--- src/rtl/core/a2q_pkg.sv ---
`timescale 1ns / 1ps

package a2q_pkg;

	// Quotient bits, one per divider stage
	localparam int unsigned DIV_STAGES = 16;

	// Polynomial coefficients (Q15)
	localparam logic [13:0] COEF_A  = 14'(16'h163f / 2);
	localparam logic [13:0] COEF_B  = 14'(16'h4000 / 2);
	localparam logic [13:0] COEF_AB = COEF_A + COEF_B;

	// Rounding constant for Q15 products
	localparam logic [15:0] RND_HALF = 16'h4000;

	// Octant base angles
	localparam logic [15:0] BASE_ZERO          = 16'h0000;
	localparam logic [15:0] BASE_QUARTER       = 16'h4000;
	localparam logic [15:0] BASE_HALF          = 16'h8000;
	localparam logic [15:0] BASE_THREE_QUARTER = 16'hc000;
	localparam logic [15:0] DIAG_POS           = 16'd8192;
	localparam logic [15:0] DIAG_NEG           = 16'd40960;

	// How the final angle is formed from the polynomial value
	typedef struct packed {
		logic [15:0] base;
		logic        sub;
		logic        use_u;
	} side_t;

	typedef struct packed {
		logic [15:0] num;
		logic [15:0] den;
		logic        neg;
		side_t       side;
	} prep_word_t;

	typedef struct packed {
		logic [15:0] rem;
		logic [15:0] den;
		logic [15:0] quo;
		logic        neg;
		side_t       side;
	} div_word_t;

	typedef struct packed {
		logic [15:0] quo;
		logic        neg;
		side_t       side;
	} ratio_word_t;

endpackage

--- src/rtl/core/atan2_q15_approx_top.sv ---
`timescale 1ns / 1ps

// Four-quadrant arctangent of a signed Q15 vector (y_value, x_value).
// angle is unsigned, 65536 per full turn.
// Input word: y_value, x_value on in_valid / in_ready.
// Output word: angle on out_valid / out_ready.
// A word passes 21 registers on its way to out_valid (one prep stage,
// sixteen divider stages, four polynomial stages), the first loaded at
// the accepting edge.
// Throughput: one word per cycle while the output is not stalled; each
// divider stage resolves one quotient bit, so a new vector enters every clock.
// Reset (arst_n low) empties every stage; payload registers are not
// cleared and no result appears until a word is accepted.
// When the receiver stalls, the output stage holds its word and the
// stages behind it keep moving until they fill up; in_ready drops only
// once every stage holds a word. Nothing is lost or repeated.
// The block keeps no state between words.
module atan2_q15_approx_top (
	input  logic               clk,
	input  logic               arst_n,
	input  logic               in_valid,
	output logic               in_ready,
	input  logic signed [15:0] y_value,
	input  logic signed [15:0] x_value,
	output logic               out_valid,
	input  logic               out_ready,
	output logic [15:0]        angle
);
	import a2q_pkg::*;

	logic        prep_v;
	prep_word_t  prep_word;
	logic        prep_en;
	logic        div_v;
	ratio_word_t div_word;
	logic        div_en;
	logic        poly_en;

	a2q_prep u_prep (
		.clk      (clk),
		.arst_n   (arst_n),
		.in_valid (in_valid),
		.y_value  (y_value),
		.x_value  (x_value),
		.en_in    (div_en),
		.en_out   (prep_en),
		.v_s1     (prep_v),
		.word_s1  (prep_word)
	);

	a2q_divider u_div (
		.clk       (clk),
		.arst_n    (arst_n),
		.v_in      (prep_v),
		.word_in   (prep_word),
		.en_in     (poly_en),
		.en_out    (div_en),
		.v_out     (div_v),
		.ratio_out (div_word)
	);

	a2q_poly u_poly (
		.clk       (clk),
		.arst_n    (arst_n),
		.v_in      (div_v),
		.ratio_in  (div_word),
		.out_ready (out_ready),
		.en_out    (poly_en),
		.out_valid (out_valid),
		.angle     (angle)
	);

	assign in_ready = prep_en;

`ifndef NO_ASSERTIONS
	// Input may only be held off by a stalled, full output
	a_ready_chain: assert property (@(posedge clk) disable iff (!arst_n)
		!in_ready |-> (out_valid && !out_ready))
		else $error("in_ready low without output stall");

	// Numerator never exceeds denominator on the polynomial paths
	a_prep_order: assert property (@(posedge clk) disable iff (!arst_n)
		(prep_v && prep_word.side.use_u) |-> (prep_word.num <= prep_word.den))
		else $error("prep numerator larger than denominator");

	// Quotient reaches 1.0 only for a negative ratio of exactly -1
	a_quo_range: assert property (@(posedge clk) disable iff (!arst_n)
		(div_v && div_word.side.use_u && div_word.quo[15]) |->
		(div_word.neg && (div_word.quo[14:0] == 15'd0)))
		else $error("quotient out of range");
`endif

endmodule

--- src/rtl/core/a2q_prep.sv ---
`timescale 1ns / 1ps

module a2q_prep (
	input  logic                clk,
	input  logic                arst_n,
	input  logic                in_valid,
	input  logic signed [15:0]  y_value,
	input  logic signed [15:0]  x_value,
	input  logic                en_in,
	output logic                en_out,
	output logic                v_s1,
	output a2q_pkg::prep_word_t word_s1
);
	import a2q_pkg::*;

	logic [15:0] ax;
	logic [15:0] ay;
	prep_word_t  nxt;

	// Magnitudes; full-scale negative maps to 0x8000
	assign ax = x_value[15] ? (~x_value + 16'd1) : x_value;
	assign ay = y_value[15] ? (~y_value + 16'd1) : y_value;

	// Pick the smaller magnitude as numerator and the octant base
	always_comb begin
		nxt.neg = x_value[15] ^ y_value[15];
		if (x_value == y_value) begin
			nxt.num        = ax;
			nxt.den        = ay;
			nxt.side.sub   = 1'b0;
			nxt.side.use_u = 1'b0;
			if (y_value == 16'sd0)
				nxt.side.base = BASE_ZERO;
			else if (y_value[15])
				nxt.side.base = DIAG_NEG;
			else
				nxt.side.base = DIAG_POS;
		end else if (ax <= ay) begin
			nxt.num        = ax;
			nxt.den        = ay;
			nxt.side.sub   = 1'b1;
			nxt.side.use_u = 1'b1;
			nxt.side.base  = y_value[15] ? BASE_THREE_QUARTER : BASE_QUARTER;
		end else begin
			nxt.num        = ay;
			nxt.den        = ax;
			nxt.side.sub   = 1'b0;
			nxt.side.use_u = 1'b1;
			nxt.side.base  = x_value[15] ? BASE_HALF : BASE_ZERO;
		end
	end

	assign en_out = !v_s1 || en_in;

	always_ff @(posedge clk or negedge arst_n) begin
		if (!arst_n) begin
			v_s1 <= 1'b0;
		end else if (en_out) begin
			v_s1 <= in_valid;
		end
	end

	always_ff @(posedge clk) begin
		if (en_out) begin
			word_s1 <= nxt;
		end
	end

endmodule

--- src/rtl/core/a2q_divider.sv ---
`timescale 1ns / 1ps

module a2q_divider (
	input  logic                  clk,
	input  logic                  arst_n,
	input  logic                  v_in,
	input  a2q_pkg::prep_word_t   word_in,
	input  logic                  en_in,
	output logic                  en_out,
	output logic                  v_out,
	output a2q_pkg::ratio_word_t  ratio_out
);
	import a2q_pkg::*;

	// Stage k resolves quotient bit DIV_STAGES-1-k
	logic      v_sk    [DIV_STAGES];
	div_word_t word_sk [DIV_STAGES];
	logic      en      [DIV_STAGES+1];

	assign en[DIV_STAGES] = en_in;
	assign en_out         = en[0];

	for (genvar k = 0; k < DIV_STAGES; k++) begin : g_stage
		logic        v_src;
		logic [16:0] t;
		logic [15:0] den;
		logic [15:0] quo;
		logic        neg;
		side_t       side;
		logic [16:0] diff;
		logic        bit_q;

		if (k == 0) begin : g_first
			assign v_src = v_in;
			assign t     = {1'b0, word_in.num};
			assign den   = word_in.den;
			assign quo   = '0;
			assign neg   = word_in.neg;
			assign side  = word_in.side;
		end else begin : g_next
			assign v_src = v_sk[k-1];
			assign t     = {word_sk[k-1].rem, 1'b0};
			assign den   = word_sk[k-1].den;
			assign quo   = word_sk[k-1].quo;
			assign neg   = word_sk[k-1].neg;
			assign side  = word_sk[k-1].side;
		end

		// Trial subtract; no borrow means the bit is set
		assign diff  = t - {1'b0, den};
		assign bit_q = !diff[16];

		assign en[k] = !v_sk[k] || en[k+1];

		always_ff @(posedge clk or negedge arst_n) begin
			if (!arst_n) begin
				v_sk[k] <= 1'b0;
			end else if (en[k]) begin
				v_sk[k] <= v_src;
			end
		end

		always_ff @(posedge clk) begin
			if (en[k]) begin
				word_sk[k].rem  <= bit_q ? diff[15:0] : t[15:0];
				word_sk[k].den  <= den;
				word_sk[k].quo  <= {quo[DIV_STAGES-2:0], bit_q};
				word_sk[k].neg  <= neg;
				word_sk[k].side <= side;
			end
		end
	end

	assign v_out          = v_sk[DIV_STAGES-1];
	assign ratio_out.quo  = word_sk[DIV_STAGES-1].quo;
	assign ratio_out.neg  = word_sk[DIV_STAGES-1].neg;
	assign ratio_out.side = word_sk[DIV_STAGES-1].side;

endmodule

--- src/rtl/core/a2q_poly.sv ---
`timescale 1ns / 1ps

module a2q_poly (
	input  logic                  clk,
	input  logic                  arst_n,
	input  logic                  v_in,
	input  a2q_pkg::ratio_word_t  ratio_in,
	input  logic                  out_ready,
	output logic                  en_out,
	output logic                  out_valid,
	output logic [15:0]           angle
);
	import a2q_pkg::*;

	logic en_s1, en_s2, en_s3, en_s4;
	logic v_s1, v_s2, v_s3, v_s4;

	logic [29:0]        p1_s1;
	logic [15:0]        quo_s1;
	logic               neg_s1;
	side_t              side_s1;

	logic [13:0]        c_s2;
	logic signed [15:0] r_s2;
	side_t              side_s2;

	logic signed [30:0] p2_s3;
	side_t              side_s3;

	logic signed [30:0] np;
	logic [15:0]        add1;
	logic signed [30:0] sum1;
	logic [15:0]        corr;
	logic [15:0]        csum;
	logic signed [30:0] p2;
	logic [15:0]        add2;
	logic [31:0]        sum2;
	logic [15:0]        u;
	logic [15:0]        ang;

	// Stall chain: a stage moves when empty or when the next one moves
	assign en_s4  = !v_s4 || out_ready;
	assign en_s3  = !v_s3 || en_s4;
	assign en_s2  = !v_s2 || en_s3;
	assign en_s1  = !v_s1 || en_s2;
	assign en_out = en_s1;

	// Correction term: A * (-|r|), rounded, then added to A + B
	assign np   = -$signed({1'b0, p1_s1});
	assign add1 = (np[15:0] == RND_HALF) ? 16'd0 : RND_HALF;
	assign sum1 = np + $signed({15'd0, add1});
	assign corr = sum1[30:15];
	assign csum = {2'b00, COEF_AB} + corr;

	// Main product c * r, signed Q15
	assign p2   = $signed({1'b0, c_s2}) * r_s2;

	// Round and rotate into the octant
	assign add2 = (p2_s3[15:0] == RND_HALF) ? 16'd0 : RND_HALF;
	assign sum2 = {p2_s3[30], p2_s3} + {16'd0, add2};
	assign u    = sum2[30:15];

	always_comb begin
		if (!side_s3.use_u)
			ang = side_s3.base;
		else if (side_s3.sub)
			ang = side_s3.base - u;
		else
			ang = side_s3.base + u;
	end

	always_ff @(posedge clk or negedge arst_n) begin
		if (!arst_n) begin
			v_s1 <= 1'b0;
			v_s2 <= 1'b0;
			v_s3 <= 1'b0;
			v_s4 <= 1'b0;
		end else begin
			if (en_s1) v_s1 <= v_in;
			if (en_s2) v_s2 <= v_s1;
			if (en_s3) v_s3 <= v_s2;
			if (en_s4) v_s4 <= v_s3;
		end
	end

	always_ff @(posedge clk) begin
		if (en_s1) begin
			p1_s1   <= 30'(ratio_in.quo) * 30'(COEF_A);
			quo_s1  <= ratio_in.quo;
			neg_s1  <= ratio_in.neg;
			side_s1 <= ratio_in.side;
		end
		if (en_s2) begin
			c_s2    <= csum[13:0];
			r_s2    <= neg_s1 ? (~quo_s1 + 16'd1) : quo_s1;
			side_s2 <= side_s1;
		end
		if (en_s3) begin
			p2_s3   <= p2;
			side_s3 <= side_s2;
		end
		if (en_s4) begin
			angle   <= ang;
		end
	end

	assign out_valid = v_s4;

endmodule
--- config.mk ---
export PLATFORM = sky130hd
export DESIGN_NAME = atan2_q15_approx_top
export DESIGN_NICKNAME = d
export VERILOG_FILES = /design/src/rtl/core/a2q_pkg.sv /design/src/rtl/core/atan2_q15_approx_top.sv /design/src/rtl/core/a2q_prep.sv /design/src/rtl/core/a2q_divider.sv /design/src/rtl/core/a2q_poly.sv
export SDC_FILE = /design/constraint.sdc
export NUM_CORES = 2
export LEC_CHECK = 0
export BUFFER_PORTS_ARGS = -buffer_cell sky130_fd_sc_hd__buf_2
export CAP_MARGIN = 20
export CORE_MARGIN = 2
export CORE_UTILIZATION = 55
export CTS_BUF_LIST = sky130_fd_sc_hd__clkbuf_2
export CTS_CLUSTER_SIZE = 10
export DETAILED_ROUTE_END_ITERATION = 10
export PLACE_DENSITY = 0.71
export SETUP_SLACK_MARGIN = 0.05
export SLEW_MARGIN = 25
export SYNTH_ARGS = -nofsm -noshare
export SYNTH_HDL_FRONTEND = slang
export SYNTH_SLANG_ARGS = --single-unit
--- constraint.sdc ---
create_clock -name clk -period 21.3 [get_ports clk]
set_input_delay 1.065 -clock clk [delete_from_list [all_inputs] [get_ports clk]]
set_output_delay 1.065 -clock clk [all_outputs]
set_load 0.005 [all_outputs]
==> summary.txt <==
Run status
  – Outcome: complete, no violations

Synthesis
  – Yosys Warn Count: 0
  – Synthesized instance count: 4699
  – Synth Flop Type: edfxtp_1
  – Cell Area, Synth: 0.0567 sq mm
  – Cell taking the most area after synthesis: edfxtp_1
  – Async SR Flop Fraction: 2.37%
  – Synth Register Bits: 887
  – Post-synth EDFFs: 866
  – Synth top area share: 45.8%
  – Synth Area in Compound Gates: 7.06%
  – Post-Synth Adder-Cell Area: just over 20%
  – Largest family of logic cells by synthesized area: adder cells
  – Mean Syn Cell Area: 12.1 sq um
  – Register area share after synthesis: 46.8%
  – Count leader, synth: edfxtp_1
  – Post-Synth XOR/XNOR Area: 5.57%
  – Netlist cell types: 82
  – Top post-synthesis cells by area: edfxtp_1 46%, fa_1 11%, ha_1 9.7%
  – Post-synthesis simple-gate area fraction: 9.27%
  – Post-synthesis mux area share: 4.99%
  – Synth cell count leaders: 866 x edfxtp_1, 778 x inv_1, 441 x ha_1, 309 x fa_1, 225 x nand2_1
  – Syn_nets: approximately 5.5k

Drt
  – Number of vias in the routed layout: 34.1k
  – Total wire length: 101000 microns
  – TritonRoute pass-1 iters: 5
  – DR vias/cell: 5.28
  – Routed Antenna Nets: 0
  – # DRC: 0
  – Initial drt markers: 1545
  – Wire per inst: ~16 microns

STA
  – Final Slew Violations: 0
  – Worst-Margin Slew: 1.02 ns
  – RSZ-0062 raised after global routing: no
  – Tmin final: approximately 8.2 ns
  – Slew HR: 31.4%
  – Final count of hold timing violations: 0
  – Fin Clk Skew: 0.0738 ns
  – Setup-failing EPs final: 0
  – Tcrit/Tclk final: 38.4%
  – Setup TNS: 0 ns
  – Fmax: between 100 and 150 MHz

Placement
  – PortBufs: 53
  – Post-DP HPWL: 78700 microns
  – RePlAce Congestion: 0.887
  – Placed cell area: roughly 0.059 sq mm

CTS
  – TritonCTS clock tree: built
  – CTS Root Cell: clkbuf_2
  – Post-CTS setup buffers: 0
  – Clock Latency Late Sink: between 1 and 1.5 ns
  – Clock transition at path regs: 0.12 ns
  – Clock Path Buffers: 3
  – CTS buffer count: 214
  – Clock Sinks: slightly below 900
  – Max H-tree Level: 4

Min path
  – Hold/Removal Path Class: input port to flip-flop

Die
  – Core Region: 0.102 sq mm
  – Placement row count: 117
  – Number of primary I/O pins: 54
  – Die ar.: 0.106 sq mm
  – Initial Utilization: roughly 56%
  – DIE HEIGHT: 325 microns
  – Die Width: 325 microns

GRT
  – Number of global-route vias before repair: 35.1k
  – GRT Total Usage: 19.4%
  – Initial antenna violation count: 1
  – Grt total ovfl: 0
  – First-pass GRT wire length: 168000 microns
  – Largest net degree at the start of global routing: 53

Worst setup path
  – Critical Path RT: between 20 and 25 ns
  – CP max FO: 52
  – WS Path Type: flip-flop to output pin
  – Worst path max stage delay: ~0.54 ns
  – Worst path slowest cell: nor3_1
  – Crit path DAT: 7.12 ns
  – CP endpoint kind: output pin
  – Setup crit start kind: flip-flop
  – Crit-path cells: nand2b_1, nor2_1, inv_1, buf_4, nor3_1, and3_1, inv_2, buf_4, nor2_1, nand4_1, buf_4, nor2_1, nand3_4, nor2_1, nand3_2, buf_4, buf_2

Cells and area
  – Final Cell Area: 0.0606 sq mm
  – Area added between synthesis and finish: 6.86%
  – # nets final: 5707
  – Share of layout cells above drive strength 1: 13.1%

Job
  – Maxcap violations: 0
sequential cells by signal, indices dropped and copies added (netlist names), 14 cells and up:
register	count
u_poly.quo_s1	16
u_div.word_sk	696
u_prep.word_s1	37
u_poly.r_s2	16
u_div.g_stage.v_src	15
u_poly.c_s2	14
u_poly.p2_s3	31
u_poly.p1_s1	27
u_poly.angle	16
repair_timing:
item                                   4_1_cts  5_1_grt
hold buffers                                 7        0
gates resized for setup                      0        0
endpoints found under the hold margin       26        0
layer usage:
metal  GRT usage, %  wire, microns  up-vias
met5              0              0        -
met4           7.85           2730        0
met3           3.20           3840      175
met2           35.7          53100      600
met1           22.5          41600    16500
li1               -              -    16800
path summary, 6_finish.rpt:
path                                  startpoint                endpoint  slack, ns  cells past startpoint
max                             u_poly.out_valid                in_ready      13.12                     17
min                                   x_value[0]      u_prep.word_s1[35]       0.19                      3
max reg2reg                      u_poly.c_s2[11]        u_poly.p2_s3[30]      14.30                     22
min reg2reg                u_div.word_sk[0][290]   u_div.word_sk[0][358]       0.39                      0
max in group asynchronous                 arst_n        u_poly.out_valid      20.49                      2
min in group asynchronous                 arst_n  u_div.g_stage[8].v_src       0.28                      2
stage by stage:
step	instances	util [%]	setup slack [ns]	hold WS, ns
after global routing	6447	59.4	12.44	0.102
after global placement	6066	57.4	13.57	0.401
final	6450	59.4	13.12	0.187
after floorplan	4699	-	11.90	0.400
after detailed placement	6066	57.4	13.21	0.405
after CTS	6446	59.3	12.56	0.00125
final cells by class:
| cell class | instances | area [sq um] |
|---|---|---|
| Tap cell | 1368 | 1710 |
| Clock buffer | 302 | 1510 |
| Clock inverter | 71 | 324 |
| Fill cell | 8293 | 41400 |
| Timing Repair Buffer | 77 | 463 |
| Sequential cell | 887 | 26500 |
| Antenna cell | 4 | 10.0 |
| Inverter | 778 | 2920 |
| Multi-Input combinational cell | 2963 | 27200 |
critical path, delay by kind of cell (launching register included):
family	cells	cell delay [ns]
buffers and inverters	7	1.54
DFF	1	0.34
and+or+nand+nor	10	3.81
layout by cell type, fill, tap and decap left out, types with 13 or more instances in the layout:
master,n
or3_1,40
ha_1,441
xor2_1,112
inv_1,775
nand3_1,58
or2_2,24
a21oi_1,154
o21bai_1,17
buf_2,53
o211ai_1,27
o31ai_1,26
nor3_1,74
a31oi_1,37
nand3b_1,17
nand4_1,32
and2_1,187
nand2b_1,36
nand2_1,221
o21a_1,55
and3_1,39
clkbuf_2,302
mux2i_1,61
dfrtp_1,21
a21boi_1,14
buf_4,17
a21boi_0,13
clkinv_1,52
o21ai_0,91
nor2b_1,46
clkinv_2,13
mux2_2,166
edfxtp_1,866
nor2_1,189
fa_1,308
xnor2_1,223
a21o_1,43
mux2_4,21
kinds of logic (layout without fill, tap and decap cells):
| group | Yosys count | after routing |
|---|---|---|
| XOR/XNOR | 349 | 349 |
| adder cells (fa/ha/maj) | 750 | 750 |
| buffers and inverters | 849 | 1228 |
| other | 0 | 4 |
| flip-flops | 887 | 887 |
| AO/OA/AOI/OAI | 597 | 597 |
| multiplexers | 251 | 251 |
| AND/OR/NAND/NOR | 1016 | 1016 |
Power is left out: the tool's default activity adds up to more than one toggle a clock period on the data nets, which glitch-free logic cannot reach.
